$ cat config.mk
export PLATFORM = sky130hd
export DESIGN_NAME = sequenced_packet_framer
export DESIGN_NICKNAME = d
export VERILOG_FILES = /design/src/rtl/core/spf_pkg.sv /design/src/rtl/core/spf_front.sv /design/src/rtl/core/spf_queue.sv /design/src/rtl/core/spf_modred.sv /design/src/rtl/core/spf_back.sv /design/src/rtl/core/sequenced_packet_framer.sv
export SDC_FILE = /design/constraint.sdc
export NUM_CORES = 1
export LEC_CHECK = 0
export ABC_AREA = 0
export BUFFER_PORTS_ARGS = -buffer_cell sky130_fd_sc_hd__buf_4
export CAP_MARGIN = 0
export CORE_MARGIN = 4
export CORE_UTILIZATION = 25
export DETAILED_ROUTE_END_ITERATION = 7
export GPL_TIMING_DRIVEN = 0
export HOLD_SLACK_MARGIN = 0.05
export PLACE_DENSITY = 0.45
export SLEW_MARGIN = 40
export SYNTH_ARGS = -nofsm -noshare
export SYNTH_HDL_FRONTEND = slang
export SYNTH_SLANG_ARGS = --single-unit
$ cat constraint.sdc
create_clock -name clk -period 7.91 [get_ports clk]
set_clock_uncertainty 0.1 [all_clocks]
set_input_delay 0 -clock clk [delete_from_list [all_inputs] [get_ports clk]]
set_output_delay 0 -clock clk [all_outputs]
set_load 0.02 [all_outputs]
$ cat src/rtl/core/spf_pkg.sv
`timescale 1ns / 1ps
// ----------------------------------------------------------------------------
// spf_pkg: shared types and constants of the sequenced packet framer
// Word formats, configuration record, queue entry and modulo unit sizing.
// ----------------------------------------------------------------------------
package spf_pkg;

    // Kinds of frame word.
    localparam logic [1:0] KIND_START    = 2'd0;
    localparam logic [1:0] KIND_SEQ      = 2'd1;
    localparam logic [1:0] KIND_PAYLOAD  = 2'd2;
    localparam logic [1:0] KIND_CHECKSUM = 2'd3;

    // Configuration register indexes.
    localparam logic [1:0] REG_START_BYTE = 2'd0;
    localparam logic [1:0] REG_MODULUS    = 2'd1;
    localparam logic [1:0] REG_SEQ_FIRST  = 2'd2;
    localparam logic [1:0] REG_SEQ_WRAP   = 2'd3;

    localparam int CFG_INDEX_W = 2;
    localparam int CFG_DATA_W  = 9;

    // Reset values of the configuration and of the sequence number, and the largest modulus.
    localparam logic [7:0] START_BYTE_RESET = 8'h01;
    localparam logic [8:0] MODULUS_RESET    = 9'd256;
    localparam logic [8:0] MODULUS_MAX      = 9'd256;
    localparam logic [7:0] SEQ_FIRST_RESET  = 8'd1;
    localparam logic [7:0] SEQ_WRAP_RESET   = 8'd255;
    localparam logic [7:0] SEQ_RESET        = 8'd1;

    // Modulo unit: 9-bit dividend, three remainder bits per cycle.
    localparam int SUM_W           = 9;
    localparam int RED_BITS_PER_CY = 3;
    localparam int RED_CYCLES      = SUM_W / RED_BITS_PER_CY;

    localparam int QUEUE_DEPTH = 2;

    typedef struct packed {
        logic [7:0] payload_byte;
        logic       last_byte;
    } in_word_t;

    typedef struct packed {
        logic [7:0] out_byte;
        logic [1:0] byte_kind;
        logic       end_of_run;
    } out_word_t;

    typedef struct packed {
        logic [7:0] payload_byte;
        logic       last_byte;
        logic       first_byte;
    } entry_t;

    typedef struct packed {
        logic [7:0] start_byte;
        logic [8:0] modulus;      // effective modulus, 1 to 256
        logic [7:0] seq_first;
        logic [7:0] seq_wrap_limit;
    } cfg_t;

endpackage

$ cat src/rtl/core/spf_front.sv
`timescale 1ns / 1ps
// ----------------------------------------------------------------------------
// spf_front: input side of the framer
// Accepts payload words and marks the one that opens a frame.
// ----------------------------------------------------------------------------
module spf_front (
    input  logic              clk,
    input  logic              rst_n,
    input  logic              byte_valid,
    output logic              byte_stall,
    input  spf_pkg::in_word_t byte_word,
    input  logic              q_full,
    output logic              q_push,
    output spf_pkg::entry_t   q_entry
);
    import spf_pkg::*;

    logic in_frame_reg;
    logic in_frame_next;

    assign byte_stall = q_full;
    assign q_push     = byte_valid && !q_full;

    assign q_entry.payload_byte = byte_word.payload_byte;
    assign q_entry.last_byte    = byte_word.last_byte;
    assign q_entry.first_byte   = !in_frame_reg;

    always_comb
    begin
        in_frame_next = in_frame_reg;
        if (q_push)
        begin
            in_frame_next = !byte_word.last_byte;
        end
    end

    always_ff @(posedge clk or negedge rst_n)
    begin
        if (!rst_n)
        begin
            in_frame_reg <= 1'b0;
        end
        else
        begin
            in_frame_reg <= in_frame_next;
        end
    end

endmodule

$ cat src/rtl/core/spf_queue.sv
`timescale 1ns / 1ps
// ----------------------------------------------------------------------------
// spf_queue: short queue between front and back
// Holds classified words so that either side can stall on its own.
// ----------------------------------------------------------------------------
module spf_queue #(
    parameter int DEPTH = spf_pkg::QUEUE_DEPTH
) (
    input  logic            clk,
    input  logic            rst_n,
    input  logic            push,
    input  spf_pkg::entry_t push_entry,
    input  logic            pop,
    output spf_pkg::entry_t head,
    output logic            full,
    output logic            empty
);
    import spf_pkg::*;

    localparam int PTR_W = (DEPTH > 1) ? $clog2(DEPTH) : 1;
    localparam int CNT_W = $clog2(DEPTH + 1);

    entry_t             mem [DEPTH];
    logic [PTR_W-1:0]   wr_ptr_reg;
    logic [PTR_W-1:0]   wr_ptr_next;
    logic [PTR_W-1:0]   rd_ptr_reg;
    logic [PTR_W-1:0]   rd_ptr_next;
    logic [CNT_W-1:0]   count_reg;
    logic [CNT_W-1:0]   count_next;
    logic               do_push;
    logic               do_pop;

    assign full    = (count_reg == CNT_W'(DEPTH));
    assign empty   = (count_reg == '0);
    assign do_push = push && !full;
    assign do_pop  = pop && !empty;
    assign head    = mem[rd_ptr_reg];

    always_comb
    begin
        wr_ptr_next = wr_ptr_reg;
        rd_ptr_next = rd_ptr_reg;
        count_next  = count_reg;
        if (do_push)
        begin
            wr_ptr_next = (wr_ptr_reg == PTR_W'(DEPTH - 1)) ? '0 : wr_ptr_reg + 1'b1;
        end
        if (do_pop)
        begin
            rd_ptr_next = (rd_ptr_reg == PTR_W'(DEPTH - 1)) ? '0 : rd_ptr_reg + 1'b1;
        end
        if (do_push && !do_pop)
        begin
            count_next = count_reg + 1'b1;
        end
        else if (do_pop && !do_push)
        begin
            count_next = count_reg - 1'b1;
        end
    end

    always_ff @(posedge clk)
    begin
        if (do_push)
        begin
            mem[wr_ptr_reg] <= push_entry;
        end
    end

    always_ff @(posedge clk or negedge rst_n)
    begin
        if (!rst_n)
        begin
            wr_ptr_reg <= '0;
            rd_ptr_reg <= '0;
            count_reg  <= '0;
        end
        else
        begin
            wr_ptr_reg <= wr_ptr_next;
            rd_ptr_reg <= rd_ptr_next;
            count_reg  <= count_next;
        end
    end

endmodule

$ cat src/rtl/core/spf_modred.sv
`timescale 1ns / 1ps
// ----------------------------------------------------------------------------
// spf_modred: iterative modulo unit
// Restoring remainder of a 9-bit value, three dividend bits per cycle.
// ----------------------------------------------------------------------------
module spf_modred (
    input  logic                      clk,
    input  logic                      rst_n,
    input  logic                      start,
    input  logic [spf_pkg::SUM_W-1:0] value,
    input  logic [8:0]                modulus,
    output logic                      done,
    output logic [7:0]                result
);
    import spf_pkg::*;

    localparam int CNT_W = (RED_CYCLES > 1) ? $clog2(RED_CYCLES) : 1;

    logic [SUM_W-1:0] val_reg;
    logic [SUM_W-1:0] val_next;
    logic [8:0]       rem_reg;
    logic [8:0]       rem_next;
    logic [CNT_W-1:0] cnt_reg;
    logic [CNT_W-1:0] cnt_next;
    logic             busy_reg;
    logic             busy_next;
    logic             done_reg;
    logic             done_next;

    assign done   = done_reg;
    // The remainder is below the modulus, which is at most 256.
    assign result = rem_reg[7:0];

    always_comb
    begin
        logic [9:0]       trial;
        logic [8:0]       rem_w;
        logic [SUM_W-1:0] val_w;

        rem_w     = rem_reg;
        val_w     = val_reg;
        trial     = '0;
        val_next  = val_reg;
        rem_next  = rem_reg;
        cnt_next  = cnt_reg;
        busy_next = busy_reg;
        done_next = 1'b0;

        if (start)
        begin
            val_next  = value;
            rem_next  = '0;
            cnt_next  = '0;
            busy_next = 1'b1;
        end
        else if (busy_reg)
        begin
            for (int j = 0; j < RED_BITS_PER_CY; j++)
            begin
                trial = {rem_w, val_w[SUM_W-1]};
                if (trial >= {1'b0, modulus})
                begin
                    trial = trial - {1'b0, modulus};
                end
                rem_w = trial[8:0];
                val_w = {val_w[SUM_W-2:0], 1'b0};
            end
            rem_next = rem_w;
            val_next = val_w;
            cnt_next = cnt_reg + 1'b1;
            if (cnt_reg == CNT_W'(RED_CYCLES - 1))
            begin
                busy_next = 1'b0;
                done_next = 1'b1;
            end
        end
    end

    always_ff @(posedge clk)
    begin
        val_reg <= val_next;
        rem_reg <= rem_next;
    end

    always_ff @(posedge clk or negedge rst_n)
    begin
        if (!rst_n)
        begin
            cnt_reg  <= '0;
            busy_reg <= 1'b0;
            done_reg <= 1'b0;
        end
        else
        begin
            cnt_reg  <= cnt_next;
            busy_reg <= busy_next;
            done_reg <= done_next;
        end
    end

endmodule

$ cat src/rtl/core/spf_back.sv
`timescale 1ns / 1ps
// ----------------------------------------------------------------------------
// spf_back: frame builder
// Takes queued words, emits start, sequence, payload and checksum words,
// and keeps the sequence number and the reduced running sum.
// ----------------------------------------------------------------------------
module spf_back (
    input  logic               clk,
    input  logic               rst_n,
    input  spf_pkg::cfg_t      cfg,
    input  logic               q_empty,
    input  spf_pkg::entry_t    q_head,
    output logic               q_pop,
    output logic               frame_valid,
    input  logic               frame_stall,
    output spf_pkg::out_word_t frame_word
);
    import spf_pkg::*;

    typedef enum logic [6:0] {
        S_IDLE  = 7'b0000001,
        S_START = 7'b0000010,
        S_SEQ   = 7'b0000100,
        S_RSEQ  = 7'b0001000,
        S_RDAT  = 7'b0010000,
        S_PAY   = 7'b0100000,
        S_CHK   = 7'b1000000
    } state_t;

    state_t           state_reg;
    state_t           state_next;
    entry_t           entry_reg;
    entry_t           entry_next;
    logic [7:0]       seq_reg;
    logic [7:0]       seq_next;
    logic [7:0]       sum_reg;
    logic [7:0]       sum_next;
    logic             out_valid_reg;
    logic             out_valid_next;
    out_word_t        out_word_reg;
    out_word_t        out_word_next;
    logic             can_load;
    logic             red_start;
    logic [SUM_W-1:0] red_value;
    logic             red_done;
    logic [7:0]       red_result;
    logic [8:0]       seq_inc;

    assign frame_valid = out_valid_reg;
    assign frame_word  = out_word_reg;
    assign can_load    = !out_valid_reg || !frame_stall;
    assign seq_inc     = {1'b0, seq_reg} + 9'd1;

    spf_modred u_modred (
        .clk     (clk),
        .rst_n   (rst_n),
        .start   (red_start),
        .value   (red_value),
        .modulus (cfg.modulus),
        .done    (red_done),
        .result  (red_result)
    );

    always_comb
    begin
        state_next     = state_reg;
        entry_next     = entry_reg;
        seq_next       = seq_reg;
        sum_next       = sum_reg;
        out_valid_next = out_valid_reg;
        out_word_next  = out_word_reg;
        q_pop          = 1'b0;
        red_start      = 1'b0;
        red_value      = {1'b0, sum_reg} + {1'b0, entry_reg.payload_byte};

        if (out_valid_reg && !frame_stall)
        begin
            out_valid_next = 1'b0;
        end

        case (state_reg)
            S_IDLE:
            begin
                if (!q_empty)
                begin
                    q_pop      = 1'b1;
                    entry_next = q_head;
                    if (q_head.first_byte)
                    begin
                        state_next = S_START;
                    end
                    else
                    begin
                        red_start  = 1'b1;
                        red_value  = {1'b0, sum_reg} + {1'b0, q_head.payload_byte};
                        state_next = S_RDAT;
                    end
                end
            end
            S_START:
            begin
                if (can_load)
                begin
                    out_valid_next = 1'b1;
                    out_word_next  = '{out_byte: cfg.start_byte, byte_kind: KIND_START,
                                       end_of_run: 1'b0};
                    state_next     = S_SEQ;
                end
            end
            S_SEQ:
            begin
                if (can_load)
                begin
                    out_valid_next = 1'b1;
                    out_word_next  = '{out_byte: seq_reg, byte_kind: KIND_SEQ,
                                       end_of_run: 1'b0};
                    red_start      = 1'b1;
                    red_value      = {1'b0, seq_reg};
                    state_next     = S_RSEQ;
                end
            end
            S_RSEQ:
            begin
                if (red_done)
                begin
                    sum_next   = red_result;
                    red_start  = 1'b1;
                    red_value  = {1'b0, red_result} + {1'b0, entry_reg.payload_byte};
                    state_next = S_RDAT;
                end
            end
            S_RDAT:
            begin
                if (red_done)
                begin
                    sum_next   = red_result;
                    state_next = S_PAY;
                end
            end
            S_PAY:
            begin
                if (can_load)
                begin
                    out_valid_next = 1'b1;
                    out_word_next  = '{out_byte: entry_reg.payload_byte,
                                       byte_kind: KIND_PAYLOAD,
                                       end_of_run: !entry_reg.last_byte};
                    state_next     = entry_reg.last_byte ? S_CHK : S_IDLE;
                end
            end
            S_CHK:
            begin
                if (can_load)
                begin
                    out_valid_next = 1'b1;
                    out_word_next  = '{out_byte: sum_reg, byte_kind: KIND_CHECKSUM,
                                       end_of_run: 1'b1};
                    // The increment is taken at nine bits, so 255 never rolls to 0.
                    if (seq_inc > {1'b0, cfg.seq_wrap_limit})
                    begin
                        seq_next = cfg.seq_first;
                    end
                    else
                    begin
                        seq_next = seq_inc[7:0];
                    end
                    sum_next   = '0;
                    state_next = S_IDLE;
                end
            end
            default:
            begin
                state_next = S_IDLE;
            end
        endcase
    end

    always_ff @(posedge clk)
    begin
        entry_reg    <= entry_next;
        out_word_reg <= out_word_next;
    end

    always_ff @(posedge clk or negedge rst_n)
    begin
        if (!rst_n)
        begin
            state_reg     <= S_IDLE;
            seq_reg       <= SEQ_RESET;
            sum_reg       <= '0;
            out_valid_reg <= 1'b0;
        end
        else
        begin
            state_reg     <= state_next;
            seq_reg       <= seq_next;
            sum_reg       <= sum_next;
            out_valid_reg <= out_valid_next;
        end
    end

endmodule

$ cat src/rtl/core/sequenced_packet_framer.sv
`timescale 1ns / 1ps
// ----------------------------------------------------------------------------
// sequenced_packet_framer: framer with sequence number and modular checksum
// Input words carry a payload byte and a last flag. Output words carry a byte,
// its kind (start, sequence, payload, checksum) and an end-of-run mark on the
// last word caused by one input word. A frame opens with the start byte and
// the sequence number, passes every payload byte, and closes with the sum of
// sequence number and payload modulo the configured modulus.
// Both streams use valid and stall; the register port uses valid and ready
// and is always ready. Registers are to be written only while the block is
// idle; the block itself does not enforce this. Input words enter a two-entry
// queue, so the input side keeps accepting while the output is stalled until
// the queue fills. Each payload word needs one modulo pass (three remainder
// bits per cycle), and a word that opens a frame needs a second pass for the
// sequence number first. These passes set the throughput: the builder takes
// no new word from the queue until the last one has been emitted.
// A stalled output word holds; the builder waits until it is taken.
// After reset the registers hold their defaults, the sequence number is 1 and
// no frame is open; there is no start-up pass.
// ----------------------------------------------------------------------------
module sequenced_packet_framer #(
    parameter int QUEUE_DEPTH = spf_pkg::QUEUE_DEPTH
) (
    input  logic                               clk,
    input  logic                               rst_n,
    input  logic                               byte_valid,
    output logic                               byte_stall,
    input  spf_pkg::in_word_t                  byte_word,
    output logic                               frame_valid,
    input  logic                               frame_stall,
    output spf_pkg::out_word_t                 frame_word,
    input  logic                               cfg_valid,
    output logic                               cfg_ready,
    input  logic [spf_pkg::CFG_INDEX_W-1:0]    cfg_index,
    input  logic [spf_pkg::CFG_DATA_W-1:0]     cfg_data
);
    import spf_pkg::*;

    logic [7:0] start_byte_reg;
    logic [7:0] start_byte_next;
    logic [8:0] modulus_reg;
    logic [8:0] modulus_next;
    logic [7:0] seq_first_reg;
    logic [7:0] seq_first_next;
    logic [7:0] seq_wrap_reg;
    logic [7:0] seq_wrap_next;
    cfg_t       cfg;
    logic       q_full;
    logic       q_empty;
    logic       q_push;
    logic       q_pop;
    entry_t     q_entry;
    entry_t     q_head;

    assign cfg_ready = 1'b1;

    always_comb
    begin
        start_byte_next = start_byte_reg;
        modulus_next    = modulus_reg;
        seq_first_next  = seq_first_reg;
        seq_wrap_next   = seq_wrap_reg;
        if (cfg_valid)
        begin
            case (cfg_index)
                REG_START_BYTE: start_byte_next = cfg_data[7:0];
                REG_MODULUS:    modulus_next    = cfg_data;
                REG_SEQ_FIRST:  seq_first_next  = cfg_data[7:0];
                REG_SEQ_WRAP:   seq_wrap_next   = cfg_data[7:0];
                default:        start_byte_next = start_byte_reg;
            endcase
        end
    end

    always_ff @(posedge clk or negedge rst_n)
    begin
        if (!rst_n)
        begin
            start_byte_reg <= START_BYTE_RESET;
            modulus_reg    <= MODULUS_RESET;
            seq_first_reg  <= SEQ_FIRST_RESET;
            seq_wrap_reg   <= SEQ_WRAP_RESET;
        end
        else
        begin
            start_byte_reg <= start_byte_next;
            modulus_reg    <= modulus_next;
            seq_first_reg  <= seq_first_next;
            seq_wrap_reg   <= seq_wrap_next;
        end
    end

    // A modulus of zero or above 256 behaves as 256.
    always_comb
    begin
        cfg.start_byte     = start_byte_reg;
        cfg.seq_first      = seq_first_reg;
        cfg.seq_wrap_limit = seq_wrap_reg;
        if (modulus_reg == '0 || modulus_reg > MODULUS_MAX)
        begin
            cfg.modulus = MODULUS_MAX;
        end
        else
        begin
            cfg.modulus = modulus_reg;
        end
    end

    spf_front u_front (
        .clk        (clk),
        .rst_n      (rst_n),
        .byte_valid (byte_valid),
        .byte_stall (byte_stall),
        .byte_word  (byte_word),
        .q_full     (q_full),
        .q_push     (q_push),
        .q_entry    (q_entry)
    );

    spf_queue #(
        .DEPTH (QUEUE_DEPTH)
    ) u_queue (
        .clk        (clk),
        .rst_n      (rst_n),
        .push       (q_push),
        .push_entry (q_entry),
        .pop        (q_pop),
        .head       (q_head),
        .full       (q_full),
        .empty      (q_empty)
    );

    spf_back u_back (
        .clk         (clk),
        .rst_n       (rst_n),
        .cfg         (cfg),
        .q_empty     (q_empty),
        .q_head      (q_head),
        .q_pop       (q_pop),
        .frame_valid (frame_valid),
        .frame_stall (frame_stall),
        .frame_word  (frame_word)
    );

endmodule
==> flow_summary.toml, run 1 <==
[global_route]
grt_first_pass_wirelength_mm = 33.38
antenna_found_initial = 0
grt_pass1_vias = 5812
grt.overflow.total = 0
grt_max_degree = 67
grtUsageTotal_pct = 12.60

[die]
initial_core_util_pct = 25.36
coreArea_um2 = 30670
row_count = 64
ios = 39
die_area_um2 = 34000
die_x_um = 184.4
dieHeight_um = 184.4

[timing]
tns_ns = 0
max_slew_margin_pct = 48.36
finalCriticalPeriod_ns = 7.269
tightest_slew_ns = 0.7712
fin_crit_sh_pct = 91.90
fin_ws_ns = 0.6409
setup_viol = 0
hold_viol = 0
final-max-slew-violation-count = 0
holdWs_ns = 0.03823
fmax_mhz = 137.6

[yosys]
ys_top_cells_by_area = "edfxtp_1, dfrtp_1, ha_1"
ys_ff_latch = 124
synthAdderAreaFrac_pct = 11.68
ys_warn_count = 0
synth_xor_area_share_pct = 4.730
netlist.top_cell.by_area = "edfxtp_1"
synth-simple-area-share_pct = 12.82
synth_top_family_by_area = "compound AO/OA/AOI/OAI gates"
synth_top_area_share_pct = 18.92
postSynthCellCount = 742
synth_compound_area_share_pct = 15.12
synth_edf_count = 49
synth.cell_area_um2 = 7777
ys.flop_type = "dfrtp_1"
ys_types = 67
synthesis.nets = 836
synth-seq-area-share_pct = 42.68
synth.avg_cell_area_um2 = 10.48
async_reset_ff_share_pct = 53.23
muxShareOfSynthArea_pct = 9.813

[finish]
final_cell_mix = "ha_1, nand2_1, dfrtp_1, mux2_2, edfxtp_1"
drive_gt1_share_pct = 18.68
diodes = 0
area_growth_pct = 21.06
regMostFlops = "u_queue.mem"
layout.nets = 916
layout_commonest_cell = "ha_1"
fillers = 3192
largest_register_ffs = 20

[critical_path]
worst_path_most_repeated_cell = "ha_1"
worst_path_max_delay_cell = "fa_1"
required_ns = 8.16
endpoint_kind = "flop"
max_stage_delay_ns = 0.44
worst-setup-path-type = "flop to flop"
worstSetupStartpointType = "flop"
critPathMaxFanout = 10
arrival_ns = 7.52

[clock_network]
htree_levels = 4
tritoncts = "yes"
insertion_delay_ns = 0.41
cts_buffers = 17
cts.sinks = 124
clock_path_buffers = 2
cts-root-buf = "clkbuf_16"
path_clk_slew_ns = 0.06

[route]
route.detailed.drc = 0
top_layer = "met4"
wl_met3_um = 688
vias = 5843
drt_pre_antenna_iters = 5
first_iter_violations = 400
ant_nets = 0
routed_wl_mm = 20.76
wl_met2_mm = 9.270
post_drt_wl_per_cell_um = 16.86
drt-met1-wl_mm = 10.62
vias_per_cell = 4.747

[run_status]
status = "complete, no violations"

[flow_run]
drv_cap = 0

[place]
dpl_worst_slack_ns = 0.3344
gp_congestion = 0.7961
dp_hpwl_mm = 15.95
io_buffers = 37

[worst_hold_path]
hold_class = "input port to asynchronous set/reset pin"
metal layers:
metal	track usage (%)	vias up
li1	-	2903
met1	18.55	2823
met3	2.349	14
met2	19.12	103
met5	0	-
met4	3.076	0
synth_stat cells (7+ instances only):
cell type	instances
mux2i_1	14
nand3_1	10
xor2_1	13
o21bai_1	9
a21oi_1	49
and3_1	7
clkbuf_1	13
mux2_2	52
o21ai_0	44
nand2b_1	13
ha_1	63
nor3_1	18
a21o_1	11
dfstp_2	13
dfxtp_1	9
nor3b_1	7
dfrtp_1	53
nor2_1	44
edfxtp_1	49
xnor2_1	29
inv_1	35
nand2_1	59
nor2b_1	10
cell families after synthesis:
family	Yosys count
and+or+nand+nor	199
AOI/OAI and AO/OA	181
DFF	124
adders and majority gates	69
muxes	69
buffers and inverters	57
xor gates and xnor gates	42
other	1
worst paths after layout:
check	to	cells past startpoint	from	slack (ns)
worst min-delay path	u_queue.wr_ptr_reg	2	rst_n	0.04
min in group clk	start_byte_reg[4]	3	cfg_valid	0.12
max in group asynchronous	u_back.seq_reg[6]	2	rst_n	7.17
worst min register to register	u_front.in_frame_reg	2	u_front.in_frame_reg	0.39
worst max register to register	u_back.u_modred.rem_reg[0]	31	modulus_reg[5]	0.64
worst max-delay path	u_back.u_modred.rem_reg[0]	31	modulus_reg[5]	0.64
through the flow:
stage	utilization, %	area (µm²)	std cells
floorplan	-	7777	742
global placement	27.88	8551	1175
detailed placement	27.96	8576	1175
CTS	30.61	9387	1231
global route	30.70	9415	1231
finish	30.70	9415	1231
cell type report:
type | instances | area (µm²) | share of cell area (%)
Buffer | 22 | 110.1 | 1.169
Clock buffer | 26 | 511.7 | 5.435
Clock inverter | 6 | 58.81 | 0.6246
Inverter | 35 | 131.4 | 1.395
Multi-Input combinational cell | 561 | 4267 | 45.32
Sequential cell | 124 | 3319 | 35.26
Tap cell | 396 | 495.5 | 5.262
Timing Repair Buffer | 61 | 521.8 | 5.542
critical path: cells and delay by family, from the launching register on:
family | cells | cell delay, ns
AO/OA/AOI/OAI | 10 | 1.88
buffers and inverters | 5 | 0.74
AND/OR/NAND/NOR | 8 | 1.36
flip-flops | 1 | 0.41
adder cells (fa/ha/maj) | 5 | 1.74
multiplexers | 3 | 0.97
timing repair:
| item | 4_1_cts | 5_1_grt |
|---|---|---|
| resized for setup | 0 | 5 |
| setup endpoints to repair | 0 | 9 |
| hold buffers | 24 | 0 |
| hold endpoints to repair | 132 | 0 |
| buffers inserted | 0 | 0 |
Power of run 1 is not shown: default switching activity piles up to over one toggle a cycle in this logic, so the estimate is an artifact.
==> run 2, diff against run 1 <==
--- a/config.mk
+++ b/config.mk
@@ -17,4 +17,5 @@
 export SLEW_MARGIN = 40
 export SYNTH_ARGS = -nofsm -noshare
 export SYNTH_HDL_FRONTEND = slang
+export SYNTH_HIERARCHICAL = 1
 export SYNTH_SLANG_ARGS = --single-unit
==> run 2 against run 1 <==
Against the previous run: worst hold slack worse by 0.023 ns; wire length up 9.1%; design area rose by 7.1%; global-route usage up 0.20 points; non-clock buffer count grew 12; critical path type unchanged.
==> flow_summary.toml, run 2 <==
[critical_path]
worst_path_most_repeated_cell = "ha_1"
worst_path_max_delay_cell = "ha_1"
r2r_start = "modulus_reg[0]"
crit_start = "modulus_reg[0]"
endpoint_kind = "flop"
required_ns = 8.14
rr_endpoint = "u_back/u_modred/rem_reg[8]"
crit_cells = 29
arrival_ns = 7.61
worst-setup-path-type = "flop to flop"
critPathMaxFanout = 10
worstSetupEndpoint = "u_back/u_modred/rem_reg[8]"
path_buf_inv = 2
max_stage_delay_ns = 0.41
worstSetupStartpointType = "flop"
r2r_cells = 29
cp_top_family = "compound AO/OA/AOI/OAI gates"
r2r_setup_slack_ns = 0.53

[route]
routed_wl_mm = 22.64
route.detailed.drc = 0
vias_per_cell = 4.669
drt_pre_antenna_iters = 6
vias = 6284
ant_nets = 0
post_drt_wl_per_cell_um = 16.82
first_iter_violations = 314

[global_route]
antenna_found_initial = 0
grt.overflow.total = 0
grt_first_pass_wirelength_mm = 36.42
grtUsageTotal_pct = 12.80
grt_pass1_vias = 6490
grt_max_degree = 67

[yosys]
async_reset_ff_share_pct = 53.23
ys.flop_type = "dfrtp_1"
synthAdderAreaFrac_pct = 10.79
yosysMostFrequentCell = "ha_1"
ys_top_cells_by_area = "edfxtp_1, dfrtp_1, ha_1"
synth-seq-area-share_pct = 39.42
ys_types = 84
synth.cell_area_um2 = 8421
synth-simple-area-share_pct = 14.49
muxShareOfSynthArea_pct = 9.881
synthesis.nets = 909
synth_edf_count = 49
synth_xor_area_share_pct = 4.889
yosys-top-cells-count = "ha_1, nor2_1, inv_1"
netlist.top_cell.by_area = "edfxtp_1"
ys_ff_latch = 124
synth_top_area_share_pct = 17.47
ys_warn_count = 6
synth_top_family_by_area = "compound AO/OA/AOI/OAI gates"
synth_compound_area_share_pct = 15.20
synth.avg_cell_area_um2 = 10.33
postSynthCellCount = 815

[place]
dpl_worst_slack_ns = -0.3065
placed_cells = 1286
dp_hpwl_mm = 17.19
io_buffers = 29
gp_congestion = 0.8270

[die]
ios = 39
dieHeight_um = 191.5
initial_core_util_pct = 25.62
die_x_um = 191.5
row_count = 66
die_area_um2 = 36680
coreArea_um2 = 32870

[flow_run]
drv_cap = 0

[finish]
area_growth_pct = 19.75
final_cell_mix = "ha_1, inv_1, nand2_1, nor2_1, dfrtp_1"
fillers = 3491
regMostFlops = "u_queue/mem"
largest_register_ffs = 20
layout_commonest_cell = "ha_1"
fin_cells = 1346
diodes = 0
drive_gt1_share_pct = 21.35
layout.nets = 985

[worst_hold_path]
hold_class = "input port to asynchronous set/reset pin"

[timing]
hold_viol = 0
fin_crit_sh_pct = 93.32
max_slew_margin_pct = 48.63
tns_ns = 0
tightest_slew_ns = 0.7663
fin_ws_ns = 0.5288
setup_viol = 0
finalCriticalPeriod_ns = 7.381
final-max-slew-violation-count = 0
fmax_mhz = 135.5

[clock_network]
insertion_delay_ns = 0.42
cts.sinks = 124
clock_path_buffers = 2
htree_levels = 4
cts-root-buf = "clkbuf_16"
path_clk_slew_ns = 0.06
cts_buffers = 17
tritoncts = "yes"

[run_status]
status = "complete, no violations"
==> run 2: cell count changes in the layout (fill, tap and decap cells not counted), moves of 7 or more <==
cell,before,now
a21oi_1,48,37
o21ai_0,44,30
nand3_1,10,28
nor2b_1,9,17
mux2_1,2,11
nor2_1,43,55
buf_4,38,50
xor2_1,13,20
inv_1,35,56
nand2b_1,13,4
==> run 2: stage by stage <==
stage	hold WS (ns)	utilization [%]	area, µm²
2_1_floorplan	-0.3956	-	8421
3_3_place_gp	0.08577	27.97	9191
3_5_place_dp	-0.03259	28.02	9208
4_1_cts	0.08674	30.57	10050
5_1_grt	0.09685	30.68	10080
6_report	0.01522	30.68	10080
==> run 2: logic make-up (layout without fill, tap and decap cells) <==
group,after synthesis,after routing
compound gates,173,173
xor+xnor,47,47
fa+ha+maj,69,69
buf+inv,94,183
flops,124,124
mux,75,75
other cells,1,1
simple gates,232,232
==> run 2: cell type report <==
class	count	area, µm²	area share (%)
Timing Repair Buffer	57	496.7	4.926
Buffer	38	235.2	2.333
Clock buffer	19	432.9	4.293
Tap cell	442	553.0	5.485
Sequential cell	124	3319	32.92
Inverter	56	210.2	2.085
Multi-Input combinational cell	597	4711	46.72
Clock inverter	13	125.1	1.241
==> run 2: how the worst min path moves through the flow <==
stage                      start                   end
detailed placement         rst_n  u_front/in_frame_reg
CTS                        rst_n  u_front/in_frame_reg
floorplan                  rst_n        modulus_reg[0]
finish                     rst_n  u_front/in_frame_reg
global route               rst_n  u_front/in_frame_reg
global placement    byte_word[4]     u_queue/mem[0][5]
==> run 2: repair_timing <==
| item | in CTS | in global routing |
|---|---|---|
| hold endpoints to repair | 121 | 0 |
| hold buffers | 26 | 0 |
| endpoints found under the setup margin | 9 | 9 |
| resized for setup | 2 | 6 |
| gates cloned | 0 | 0 |
| setup buffers | 2 | 0 |
| pin swaps | 1 | 1 |
==> run 2: metal layers <==
metal,GRT usage (%),vias to the layer above,share of wire (%)
li1,-,3117,-
met1,17.43,3054,48
met2,20.82,93,47
met3,2.045,20,3.3
met4,4.171,0,1.9
met5,0,-,0
Power of run 2 is left out for the same reason.
